## src/pva_pkg.sv

```systemverilog
// ----------------------------------------------------------------------------
// pva_pkg
// types, sizes and helper functions of the polyphonic voice allocator
// ----------------------------------------------------------------------------
package pva_pkg;

  // sizing
  localparam int NUM_VOICES = 16;
  localparam int TIME_BITS  = 32;
  localparam int NUM_CHANS  = 16;
  localparam int VIDX_W     = (NUM_VOICES > 1) ? $clog2(NUM_VOICES) : 1;
  localparam int CHAN_W     = 4;
  localparam int NOTE_W     = 7;
  localparam int VAL_W      = 16;
  localparam int UVAL_W     = 15;

  // Q1.14 limits
  localparam logic signed [VAL_W-1:0] Q_ONE_S = 16'sd16384;
  localparam logic signed [VAL_W-1:0] Q_NEG_S = -16'sd16384;
  localparam logic signed [VAL_W-1:0] Q_ZERO_S = 16'sd0;

  typedef logic [VIDX_W-1:0]    vidx_t;
  typedef logic [TIME_BITS-1:0] vtime_t;
  typedef logic [CHAN_W-1:0]    chan_t;
  typedef logic [NOTE_W-1:0]    note_t;

  // event codes
  typedef enum logic [2:0] {
    REQ_NOTE_ON    = 3'd0,
    REQ_NOTE_OFF   = 3'd1,
    REQ_PITCH_BEND = 3'd2,
    REQ_PRESSURE   = 3'd3,
    REQ_TIMBRE     = 3'd4,
    REQ_VOICE_DONE = 3'd5,
    REQ_SUSTAIN    = 3'd6
  } req_t;

  // allocation kinds
  typedef enum logic [1:0] {
    KIND_FREE      = 2'd0,
    KIND_RELEASING = 2'd1,
    KIND_STOLEN    = 2'd2,
    KIND_NONE      = 2'd3
  } kind_t;

  // sequencer states
  typedef enum logic [1:0] {
    ST_IDLE,
    ST_SCAN,
    ST_APPLY,
    ST_DONE
  } state_t;

  // voice table write operations
  typedef enum logic [1:0] {
    VW_NONE,
    VW_ALLOC,
    VW_RELEASE,
    VW_FREE
  } voice_op_t;

  typedef struct packed {
    voice_op_t op;
    vidx_t     idx;
    chan_t     chan;
    note_t     note;
    vtime_t    start;
  } voice_wr_t;

  typedef struct packed {
    logic   active;
    logic   releasing;
    chan_t  chan;
    note_t  note;
    vtime_t start;
  } voice_entry_t;

  // channel controller write operations
  typedef enum logic [1:0] {
    CW_NONE,
    CW_BEND,
    CW_PRESSURE,
    CW_TIMBRE
  } ctrl_op_t;

  typedef struct packed {
    ctrl_op_t                op;
    chan_t                   chan;
    logic signed [VAL_W-1:0] value;
  } ctrl_wr_t;

  // outcome of one voice table scan
  typedef struct packed {
    logic  found;
    kind_t kind;
    vidx_t idx;
  } scan_res_t;

  // clamp to [0, 1.0]
  function automatic logic signed [VAL_W-1:0] clamp_unipolar(
    input logic signed [VAL_W-1:0] v
  );
    logic signed [VAL_W-1:0] r;
    r = v;
    if (v < Q_ZERO_S) r = Q_ZERO_S;
    else if (v > Q_ONE_S) r = Q_ONE_S;
    return r;
  endfunction

  // clamp to [-1.0, 1.0]
  function automatic logic signed [VAL_W-1:0] clamp_bipolar(
    input logic signed [VAL_W-1:0] v
  );
    logic signed [VAL_W-1:0] r;
    r = v;
    if (v < Q_NEG_S) r = Q_NEG_S;
    else if (v > Q_ONE_S) r = Q_ONE_S;
    return r;
  endfunction

endpackage

```

## src/poly_voice_allocator.sv

```systemverilog
// ----------------------------------------------------------------------------
// poly_voice_allocator
// polyphonic voice allocator with stealing and per-channel controllers
// ----------------------------------------------------------------------------
// Events enter on the in_ channel (valid/ready); each gives exactly one result
// on the out_ channel (valid/ready).
// Note-on and note-off walk the voice table one voice per cycle through a
// single time comparator: the sequencer accepts the event in idle, scans
// every voice, applies the result, then loads the output register once it
// is free; out_valid is set by that load.
// Bend, pressure, timbre, voice-done and ignored codes skip the scan and go
// from idle straight to apply, then to the output load.
// The table scan sets the rate for note events.
// in_ready is high only while the sequencer is idle; one event at a time.
// The result sits in an output register; if the receiver stalls, it waits
// there, one more event is taken and held finished in the sequencer, and
// after that no event is taken until the pending result is transferred.
// Reset (rst_n low, synchronous) frees all voices, zeroes every channel
// controller and drops out_valid.
// ----------------------------------------------------------------------------
module poly_voice_allocator (
  input  logic               clk,
  input  logic               rst_n,
  input  logic               in_valid,
  output logic               in_ready,
  input  logic [2:0]         in_req_type,
  input  logic [3:0]         in_chan,
  input  logic [6:0]         in_note_num,
  input  logic signed [15:0] in_ctrl_value,
  input  logic [31:0]        in_event_time,
  input  logic [3:0]         in_done_voice,
  output logic               out_valid,
  input  logic               out_ready,
  output logic [3:0]         out_voice_index,
  output logic               out_voice_found,
  output logic [1:0]         out_alloc_kind,
  output logic signed [15:0] out_applied_value,
  output logic signed [15:0] out_chan_bend,
  output logic [14:0]        out_chan_pressure,
  output logic [14:0]        out_chan_timbre
);
  import pva_pkg::*;

  state_t state_r, state_nxt;
  vidx_t  scan_idx_r, scan_idx_nxt;

  // latched event
  logic [2:0]              req_type_r;
  chan_t                   req_chan_r;
  note_t                   req_note_r;
  logic signed [VAL_W-1:0] req_val_r;
  vtime_t                  req_start_r;
  logic [3:0]              req_dv_r;

  // pending result
  logic [3:0]              res_idx_r,     res_idx_nxt;
  logic                    res_found_r,   res_found_nxt;
  kind_t                   res_kind_r,    res_kind_nxt;
  logic signed [VAL_W-1:0] res_applied_r, res_applied_nxt;

  logic                    in_xfer;
  logic                    scan_clear;
  logic                    scan_step;
  logic                    out_load;
  logic                    dv_in_range;
  vidx_t                   rd_addr;
  voice_entry_t            rd_entry;
  voice_wr_t               vwr;
  ctrl_wr_t                cwr;
  scan_res_t               scan_res;
  logic signed [VAL_W-1:0] ch_bend;
  logic [UVAL_W-1:0]       ch_pressure;
  logic [UVAL_W-1:0]       ch_timbre;

  logic                    out_valid_r;
  logic [3:0]              out_idx_r;
  logic                    out_found_r;
  kind_t                   out_kind_r;
  logic signed [VAL_W-1:0] out_applied_r;
  logic signed [VAL_W-1:0] out_bend_r;
  logic [UVAL_W-1:0]       out_pressure_r;
  logic [UVAL_W-1:0]       out_timbre_r;

  assign in_ready    = (state_r == ST_IDLE);
  assign in_xfer     = in_valid && in_ready;
  assign dv_in_range = ({28'd0, req_dv_r} < 32'(NUM_VOICES));

  pva_voice_table u_table (
    .clk      (clk),
    .rst_n    (rst_n),
    .wr       (vwr),
    .rd_addr  (rd_addr),
    .rd_entry (rd_entry)
  );

  pva_scan_unit u_scan (
    .clk        (clk),
    .rst_n      (rst_n),
    .clear      (scan_clear),
    .step       (scan_step),
    .is_note_on (req_type_r == REQ_NOTE_ON),
    .req_chan   (req_chan_r),
    .req_note   (req_note_r),
    .idx        (scan_idx_r),
    .entry      (rd_entry),
    .res        (scan_res)
  );

  pva_chan_ctrl u_ctrl (
    .clk      (clk),
    .rst_n    (rst_n),
    .wr       (cwr),
    .rd_chan  (req_chan_r),
    .bend     (ch_bend),
    .pressure (ch_pressure),
    .timbre   (ch_timbre)
  );

  // sequencer state
  always_ff @(posedge clk) begin
    if (!rst_n) begin
      state_r    <= ST_IDLE;
      scan_idx_r <= '0;
    end else begin
      state_r    <= state_nxt;
      scan_idx_r <= scan_idx_nxt;
    end
  end

  // event capture
  always_ff @(posedge clk) begin
    if (in_xfer) begin
      req_type_r  <= in_req_type;
      req_chan_r  <= in_chan;
      req_note_r  <= in_note_num;
      req_val_r   <= in_ctrl_value;
      req_start_r <= vtime_t'(in_event_time);
      req_dv_r    <= in_done_voice;
    end
  end

  // pending result
  always_ff @(posedge clk) begin
    res_idx_r     <= res_idx_nxt;
    res_found_r   <= res_found_nxt;
    res_kind_r    <= res_kind_nxt;
    res_applied_r <= res_applied_nxt;
  end

  // next state, voice table and channel controller updates
  always_comb begin
    state_nxt       = state_r;
    scan_idx_nxt    = scan_idx_r;
    scan_clear      = 1'b0;
    scan_step       = 1'b0;
    out_load        = 1'b0;
    rd_addr         = scan_idx_r;
    vwr.op          = VW_NONE;
    vwr.idx         = scan_res.idx;
    vwr.chan        = req_chan_r;
    vwr.note        = req_note_r;
    vwr.start       = req_start_r;
    cwr.op          = CW_NONE;
    cwr.chan        = req_chan_r;
    cwr.value       = '0;
    res_idx_nxt     = res_idx_r;
    res_found_nxt   = res_found_r;
    res_kind_nxt    = res_kind_r;
    res_applied_nxt = res_applied_r;

    unique case (state_r)
      ST_IDLE: begin
        if (in_valid) begin
          scan_clear   = 1'b1;
          scan_idx_nxt = '0;
          if (in_req_type == REQ_NOTE_ON || in_req_type == REQ_NOTE_OFF) begin
            state_nxt = ST_SCAN;
          end else begin
            state_nxt = ST_APPLY;
          end
        end
      end

      ST_SCAN: begin
        scan_step = 1'b1;
        if (scan_idx_r == vidx_t'(NUM_VOICES - 1)) begin
          state_nxt = ST_APPLY;
        end else begin
          scan_idx_nxt = scan_idx_r + vidx_t'(1);
        end
      end

      ST_APPLY: begin
        rd_addr         = vidx_t'(req_dv_r);
        res_idx_nxt     = '0;
        res_found_nxt   = 1'b0;
        res_kind_nxt    = KIND_NONE;
        res_applied_nxt = '0;
        unique case (req_type_r)
          REQ_NOTE_ON: begin
            vwr.op          = VW_ALLOC;
            res_idx_nxt     = 4'(scan_res.idx);
            res_found_nxt   = 1'b1;
            res_kind_nxt    = scan_res.kind;
            res_applied_nxt = clamp_unipolar(req_val_r);
          end
          REQ_NOTE_OFF: begin
            if (scan_res.found) begin
              vwr.op = VW_RELEASE;
            end
            res_idx_nxt   = 4'(scan_res.idx);
            res_found_nxt = scan_res.found;
          end
          REQ_PITCH_BEND: begin
            cwr.op          = CW_BEND;
            cwr.value       = clamp_bipolar(req_val_r);
            res_applied_nxt = clamp_bipolar(req_val_r);
          end
          REQ_PRESSURE: begin
            cwr.op          = CW_PRESSURE;
            cwr.value       = clamp_unipolar(req_val_r);
            res_applied_nxt = clamp_unipolar(req_val_r);
          end
          REQ_TIMBRE: begin
            cwr.op          = CW_TIMBRE;
            cwr.value       = clamp_unipolar(req_val_r);
            res_applied_nxt = clamp_unipolar(req_val_r);
          end
          REQ_VOICE_DONE: begin
            res_idx_nxt = req_dv_r;
            if (dv_in_range && rd_entry.active) begin
              vwr.op        = VW_FREE;
              vwr.idx       = vidx_t'(req_dv_r);
              res_found_nxt = 1'b1;
            end
          end
          default: begin
          end
        endcase
        state_nxt = ST_DONE;
      end

      ST_DONE: begin
        if (!out_valid_r || out_ready) begin
          out_load  = 1'b1;
          state_nxt = ST_IDLE;
        end
      end

      default: begin
        state_nxt = ST_IDLE;
      end
    endcase
  end

  // output register
  always_ff @(posedge clk) begin
    if (!rst_n) begin
      out_valid_r <= 1'b0;
    end else if (out_load) begin
      out_valid_r <= 1'b1;
    end else if (out_ready) begin
      out_valid_r <= 1'b0;
    end
  end

  always_ff @(posedge clk) begin
    if (out_load) begin
      out_idx_r      <= res_idx_r;
      out_found_r    <= res_found_r;
      out_kind_r     <= res_kind_r;
      out_applied_r  <= res_applied_r;
      out_bend_r     <= ch_bend;
      out_pressure_r <= ch_pressure;
      out_timbre_r   <= ch_timbre;
    end
  end

  assign out_valid         = out_valid_r;
  assign out_voice_index   = out_idx_r;
  assign out_voice_found   = out_found_r;
  assign out_alloc_kind    = out_kind_r;
  assign out_applied_value = out_applied_r;
  assign out_chan_bend     = out_bend_r;
  assign out_chan_pressure = out_pressure_r;
  assign out_chan_timbre   = out_timbre_r;

endmodule

```

## src/pva_voice_table.sv

```systemverilog
// ----------------------------------------------------------------------------
// pva_voice_table
// per-voice flags, channel, note and start time with one read port
// ----------------------------------------------------------------------------
module pva_voice_table (
  input  logic                  clk,
  input  logic                  rst_n,
  input  pva_pkg::voice_wr_t    wr,
  input  pva_pkg::vidx_t        rd_addr,
  output pva_pkg::voice_entry_t rd_entry
);
  import pva_pkg::*;

  logic [NUM_VOICES-1:0] active_r;
  logic [NUM_VOICES-1:0] releasing_r;
  chan_t                 chan_r  [NUM_VOICES];
  note_t                 note_r  [NUM_VOICES];
  vtime_t                start_r [NUM_VOICES];

  // flags, cleared at reset
  always_ff @(posedge clk) begin
    if (!rst_n) begin
      active_r    <= '0;
      releasing_r <= '0;
    end else begin
      unique case (wr.op)
        VW_ALLOC: begin
          active_r[wr.idx]    <= 1'b1;
          releasing_r[wr.idx] <= 1'b0;
        end
        VW_RELEASE: begin
          releasing_r[wr.idx] <= 1'b1;
        end
        VW_FREE: begin
          active_r[wr.idx]    <= 1'b0;
          releasing_r[wr.idx] <= 1'b0;
        end
        default: begin
        end
      endcase
    end
  end

  // voice payload, written only on allocation
  always_ff @(posedge clk) begin
    if (wr.op == VW_ALLOC) begin
      chan_r[wr.idx]  <= wr.chan;
      note_r[wr.idx]  <= wr.note;
      start_r[wr.idx] <= wr.start;
    end
  end

  // read port
  always_comb begin
    rd_entry.active    = active_r[rd_addr];
    rd_entry.releasing = releasing_r[rd_addr];
    rd_entry.chan      = chan_r[rd_addr];
    rd_entry.note      = note_r[rd_addr];
    rd_entry.start     = start_r[rd_addr];
  end

endmodule

```

## src/pva_scan_unit.sv

```systemverilog
// ----------------------------------------------------------------------------
// pva_scan_unit
// walks the voice table one entry a cycle with one shared time comparator
// ----------------------------------------------------------------------------
module pva_scan_unit (
  input  logic                  clk,
  input  logic                  rst_n,
  input  logic                  clear,
  input  logic                  step,
  input  logic                  is_note_on,
  input  pva_pkg::chan_t        req_chan,
  input  pva_pkg::note_t        req_note,
  input  pva_pkg::vidx_t        idx,
  input  pva_pkg::voice_entry_t entry,
  output pva_pkg::scan_res_t    res
);
  import pva_pkg::*;

  logic   free_found_r, free_found_nxt;
  vidx_t  free_idx_r,   free_idx_nxt;
  logic   rel_found_r,  rel_found_nxt;
  vidx_t  rel_idx_r,    rel_idx_nxt;
  logic   best_found_r, best_found_nxt;
  vidx_t  best_idx_r,   best_idx_nxt;
  vtime_t best_start_r, best_start_nxt;

  vtime_t cmp_a;
  vtime_t cmp_b;
  logic   cmp_lt;
  logic   candidate;

  // shared comparator: older-than for note-on, newer-than for note-off
  always_comb begin
    cmp_a  = is_note_on ? entry.start : best_start_r;
    cmp_b  = is_note_on ? best_start_r : entry.start;
    cmp_lt = cmp_a < cmp_b;
  end

  // candidate voice for the time search
  always_comb begin
    candidate = is_note_on ||
                (entry.active && (entry.chan == req_chan) && (entry.note == req_note));
  end

  // running bests
  always_comb begin
    free_found_nxt = free_found_r;
    free_idx_nxt   = free_idx_r;
    rel_found_nxt  = rel_found_r;
    rel_idx_nxt    = rel_idx_r;
    best_found_nxt = best_found_r;
    best_idx_nxt   = best_idx_r;
    best_start_nxt = best_start_r;
    if (clear) begin
      free_found_nxt = 1'b0;
      rel_found_nxt  = 1'b0;
      best_found_nxt = 1'b0;
    end else if (step) begin
      if (!entry.active && !free_found_r) begin
        free_found_nxt = 1'b1;
        free_idx_nxt   = idx;
      end
      if (entry.releasing && !rel_found_r) begin
        rel_found_nxt = 1'b1;
        rel_idx_nxt   = idx;
      end
      if (candidate && (!best_found_r || cmp_lt)) begin
        best_found_nxt = 1'b1;
        best_idx_nxt   = idx;
        best_start_nxt = entry.start;
      end
    end
  end

  always_ff @(posedge clk) begin
    if (!rst_n) begin
      free_found_r <= 1'b0;
      rel_found_r  <= 1'b0;
      best_found_r <= 1'b0;
    end else begin
      free_found_r <= free_found_nxt;
      rel_found_r  <= rel_found_nxt;
      best_found_r <= best_found_nxt;
    end
  end

  always_ff @(posedge clk) begin
    free_idx_r   <= free_idx_nxt;
    rel_idx_r    <= rel_idx_nxt;
    best_idx_r   <= best_idx_nxt;
    best_start_r <= best_start_nxt;
  end

  // priority: free voice, then releasing voice, then time search winner
  always_comb begin
    priority if (is_note_on && free_found_r) begin
      res.found = 1'b1;
      res.kind  = KIND_FREE;
      res.idx   = free_idx_r;
    end else if (is_note_on && rel_found_r) begin
      res.found = 1'b1;
      res.kind  = KIND_RELEASING;
      res.idx   = rel_idx_r;
    end else if (is_note_on) begin
      res.found = 1'b1;
      res.kind  = KIND_STOLEN;
      res.idx   = best_idx_r;
    end else begin
      res.found = best_found_r;
      res.kind  = KIND_NONE;
      res.idx   = best_found_r ? best_idx_r : '0;
    end
  end

endmodule

```

## src/pva_chan_ctrl.sv

```systemverilog
// ----------------------------------------------------------------------------
// pva_chan_ctrl
// per-channel bend, pressure and timbre registers
// ----------------------------------------------------------------------------
module pva_chan_ctrl (
  input  logic                                 clk,
  input  logic                                 rst_n,
  input  pva_pkg::ctrl_wr_t                    wr,
  input  pva_pkg::chan_t                       rd_chan,
  output logic signed [pva_pkg::VAL_W-1:0]     bend,
  output logic        [pva_pkg::UVAL_W-1:0]    pressure,
  output logic        [pva_pkg::UVAL_W-1:0]    timbre
);
  import pva_pkg::*;

  logic signed [VAL_W-1:0] bend_r     [NUM_CHANS];
  logic        [UVAL_W-1:0] pressure_r [NUM_CHANS];
  logic        [UVAL_W-1:0] timbre_r   [NUM_CHANS];

  // controller updates, cleared at reset
  always_ff @(posedge clk) begin
    if (!rst_n) begin
      for (int i = 0; i < NUM_CHANS; i++) begin
        bend_r[i]     <= '0;
        pressure_r[i] <= '0;
        timbre_r[i]   <= '0;
      end
    end else begin
      unique case (wr.op)
        CW_BEND:     bend_r[wr.chan]     <= wr.value;
        CW_PRESSURE: pressure_r[wr.chan] <= wr.value[UVAL_W-1:0];
        CW_TIMBRE:   timbre_r[wr.chan]   <= wr.value[UVAL_W-1:0];
        default: begin
        end
      endcase
    end
  end

  // read port
  assign bend     = bend_r[rd_chan];
  assign pressure = pressure_r[rd_chan];
  assign timbre   = timbre_r[rd_chan];

endmodule

```

## config.mk

```make
export PLATFORM = sky130hd
export DESIGN_NAME = poly_voice_allocator
export DESIGN_NICKNAME = d
export VERILOG_FILES = /design/src/pva_pkg.sv /design/src/poly_voice_allocator.sv /design/src/pva_voice_table.sv /design/src/pva_scan_unit.sv /design/src/pva_chan_ctrl.sv
export SDC_FILE = /design/constraint.sdc
export NUM_CORES = 2
export LEC_CHECK = 0
export BUFFER_PORTS_ARGS = -buffer_cell sky130_fd_sc_hd__buf_2
export CORE_MARGIN = 2
export CORE_UTILIZATION = 33
export DETAILED_ROUTE_END_ITERATION = 10
export MAX_ROUTING_LAYER = met4
export SLEW_MARGIN = 5
export SYNTH_ARGS = -nofsm -noshare
export SYNTH_HDL_FRONTEND = slang
export SYNTH_HIERARCHICAL = 1
export SYNTH_SLANG_ARGS = --single-unit
```

## constraint.sdc

```tcl
create_clock -name clk -period 7.6 [get_ports clk]
set_clock_uncertainty 0.1 [all_clocks]
set_input_delay 1.52 -clock clk [delete_from_list [all_inputs] [get_ports clk]]
set_output_delay 1.52 -clock clk [all_outputs]
set_load 0.01 [all_outputs]
```

==> flow_summary.toml <==
[cts]
htree_levels = 4
cts_buffer_depth = 3
cts-root-buf = "clkbuf_16"
clkSinkCount = 1668
clock_latency_ps = 850
cts_tree = "done"
cts.repair.resized = 0
numCtsBuffers = 176
postCtsSetupBuffers = 0
clk_pin_slew_ps = 60
ctsHoldBuffers = 0

[floorplanning]
rows = 167
ios = 141
core-area_um2 = 206000
die_w_um = 459
dieArea_um2 = 211000
fp.dieH_um = 459
start_util = 0.331

[timing]
relSlewSlack = 0.224
layout_setup_ws_ps = 1650
hold_viol = 0
finalSetupTns_ps = 0
fmax_mhz = 168
finalSetupViolations = 0
finalCriticalPeriod_ps = 5950
drv_slew = 0
grt_setup_unrepaired = "no"
period_share = 0.783
tightestPinTransition_ps = 1160

[run]
cap_violations = 0

[layout]
nets = 4204
multi_input_area_um2 = 17500
final-seq-area_um2 = 49700
drive_gt1_frac = 0.236
syn2layout_area_growth_pct = 14.6
fillers = 18800
final_cell_count_no_fill = 6950

[power]
irDropWorstVdd_uv = 243
power_density_nw_per_um2 = 304
finalPower_mw = 23.8
power_leakage_nw = 25.2

[setup_path]
r2r-end = "u_table/start_r[6][24]$_DFFE_PP_"
crit_path_start = "state_r[0]$_SDFFE_PN0P_"
path_max_fanout = 75
crit_type = "reg2reg"
critPathMostFrequentCell = "buf_4"
crit_chain = "inv_1, ha_2, buf_4, mux2_8, mux4_2, a22oi_1, nand2_1, nand3_1, nor3b_2, mux2_2, nor4bb_1, and2_1, nor2b_4, buf_4"
worstReg2RegStart = "state_r[0]$_SDFFE_PN0P_"
arrival_ps = 6340
worst_path_largest_cell_delay_ps = 770
cpMaxStageDelayCell = "mux2_8"
cpLargestDelayFamily = "simple AND/OR/NAND/NOR gates"
endpoint_kind = "flop"
regToRegSetupSlack_ps = 1650
crit_required_ps = 7990
ff2ff_path_depth = 14
cp_num_buf_inv = 3
crit_path_start_kind = "flop"

[yosys]
ys.flop_type = "edfxtp_1"
syn_area_um2 = 68400
synth_edf_count = 1626
postSynthCellCount = 3946
ys_seq_elements = 1668
syn_area_per_cell_um2 = 17.3
seq_area_frac_synth = 0.727
async_flop_share = 0
yosysWarnings = 6
ys_types = 62
synth_nets = 4052

[global_route]
antenna_found_initial = 4
grt_first_pass_wirelength_um = 260000
top_usage_layer = "met2"
met2_usage = 0.284
grt_use_met1 = 0.219
grt_max_degree = 101
track_usage = 0.171
grt_pass1_vias = 37800
overflow = 0
gr-usage-met3 = 0.0262

[hold_path]
hold_class = "reg2reg"
hp-start = "res_applied_r[13]$_DFFE_PP_"
min_to = "out_applied_value[13]$_DFFE_PP_"
hold_path_depth = 0

[routing]
drt-wirelength-per-cell_um = 25.4
postRouteAntennaNets = 0
drc = 0
first_pass_iters = 5
drt_iter0_markers = 3691
dr_total_vias = 36900
drt-vias-per-instance = 5.31
drt-total-wl_um = 176000

[place]
place_congestion = 0.789
portBuffers = 140
dp.cells = 6624
pre_cts_ws_ps = 1530
dp_hpwl_um = 101000

[outcome]
status = "complete, no violations"
[placed cells by master, fill, tap and decap left out, types with 31 or more instances in the layout]
cell type  Yosys  layout
ha_1          36      35
and2_1       146     144
o21ai_1        3      41
nand2_1      130     126
nor2_1       631     629
a21oi_1       42      42
mux4_2       364     364
buf_2         57     139
edfxtp_1    1626    1626
a22oi_1      182     182
mux2i_1       38      38
clkinv_1       0      33
dfxtp_1       42      42
clkbuf_16      0     176
buf_4         17     131
clkinv_2       0      31
clkbuf_1     177      39
nand3_1       71      68
[layer usage]
layer / vias to the layer above / wire length (um)
li1: 15700 / -
met1: 19600 / 72400
met2: 1311 / 88700
met3: 247 / 10600
met4: 0 / 4750
met5: - / 0
[Yosys cell counts, types with 36 or more instances]
master	count	area, um^2
edfxtp_1	1626	48800
nor2_1	631	2370
mux4_2	364	8200
a22oi_1	182	1370
clkbuf_1	177	664
and2_1	146	913
nand2_1	130	488
o21ai_0	76	380
nand3_1	71	355
buf_2	57	285
a21oi_1	42	210
dfxtp_1	42	841
buf_1	38	143
mux2i_1	38	380
ha_1	36	450
[how the worst max path moves through the flow]
stage | cells after the start | end | slack, ps
2_1_floorplan | 17 | u_table/chan_r[2][0]$_DFFE_PP_ | -150
3_3_place_gp | 16 | u_scan/best_start_r[25]$_DFFE_PP_ | 1570
3_5_place_dp | 16 | u_scan/best_start_r[31]$_DFFE_PP_ | 1530
4_1_cts | 16 | u_scan/best_start_r[17]$_DFFE_PP_ | 1560
5_1_grt | 15 | u_scan/best_start_r[17]$_DFFE_PP_ | 1280
6_report | 14 | u_table/start_r[6][24]$_DFFE_PP_ | 1650
[logic make-up after synthesis]
logic type,after synthesis,share of synthesized area
flip-flops,1668,0.727
AND/OR/NAND/NOR,1084,0.0721
multiplexers,442,0.132
AO/OA/AOI/OAI,375,0.0394
buffers and inverters,329,0.0217
adder cells (fa/ha/maj),36,0.00659
XOR/XNOR,12,0.00154
[through the flow]
stage                      util  cell area (um^2)  hold slack (ps)
after floorplan               -             68400              300
after global placement    0.351             72500              305
after detailed placement  0.351             72500              305
after CTS                 0.379             78300              292
after global routing      0.379             78300              300
final                     0.379             78300              302
[worst reg2reg max path: cells and delay by family, from the launching register on]
| family | cells | cell delay (ps) |
|---|---|---|
| buffers and inverters | 3 | 980 |
| muxes | 3 | 1800 |
| DFF | 1 | 340 |
| AOI/OAI and AO/OA | 1 | 210 |
| and+or+nand+nor | 6 | 1980 |
| adders and majority gates | 1 | 200 |
[flip-flops by register name, indices dropped and copies added (netlist names), 7 cells and up, named ones only]
| name | cells |
|---|---|
| u_table/start_r | 512 |
| u_ctrl/bend_r | 256 |
| u_ctrl/pressure_r | 240 |
| u_ctrl/timbre_r | 240 |
| u_table/note_r | 112 |
| u_table/chan_r | 64 |
| req_start_r | 32 |
| u_scan/best_start_r | 32 |
| out_applied_value | 16 |
| out_chan_bend | 16 |
| req_val_r | 16 |
| res_applied_r | 16 |
| out_chan_pressure | 15 |
| out_chan_timbre | 15 |
| req_note_r | 7 |
[where the power goes]
group,internal [mW],total [mW],switching (mW)
clock network,4.86,8.54,3.68
registers,10.7,11.0,0.292
logic,1.74,4.27,2.53
total,17.3,23.8,6.51
[layout make-up]
type                       instances  area share
clock buffer                     222      0.0593
antenna                            5    0.000160
multi-input combinational       1949       0.224
sequential                      1668       0.634
clock inverter                    99      0.0146
timing repair buffer             278      0.0235
tap                             2704      0.0432
inverter                          25     0.00123
(Power assumes the default switching activity.)
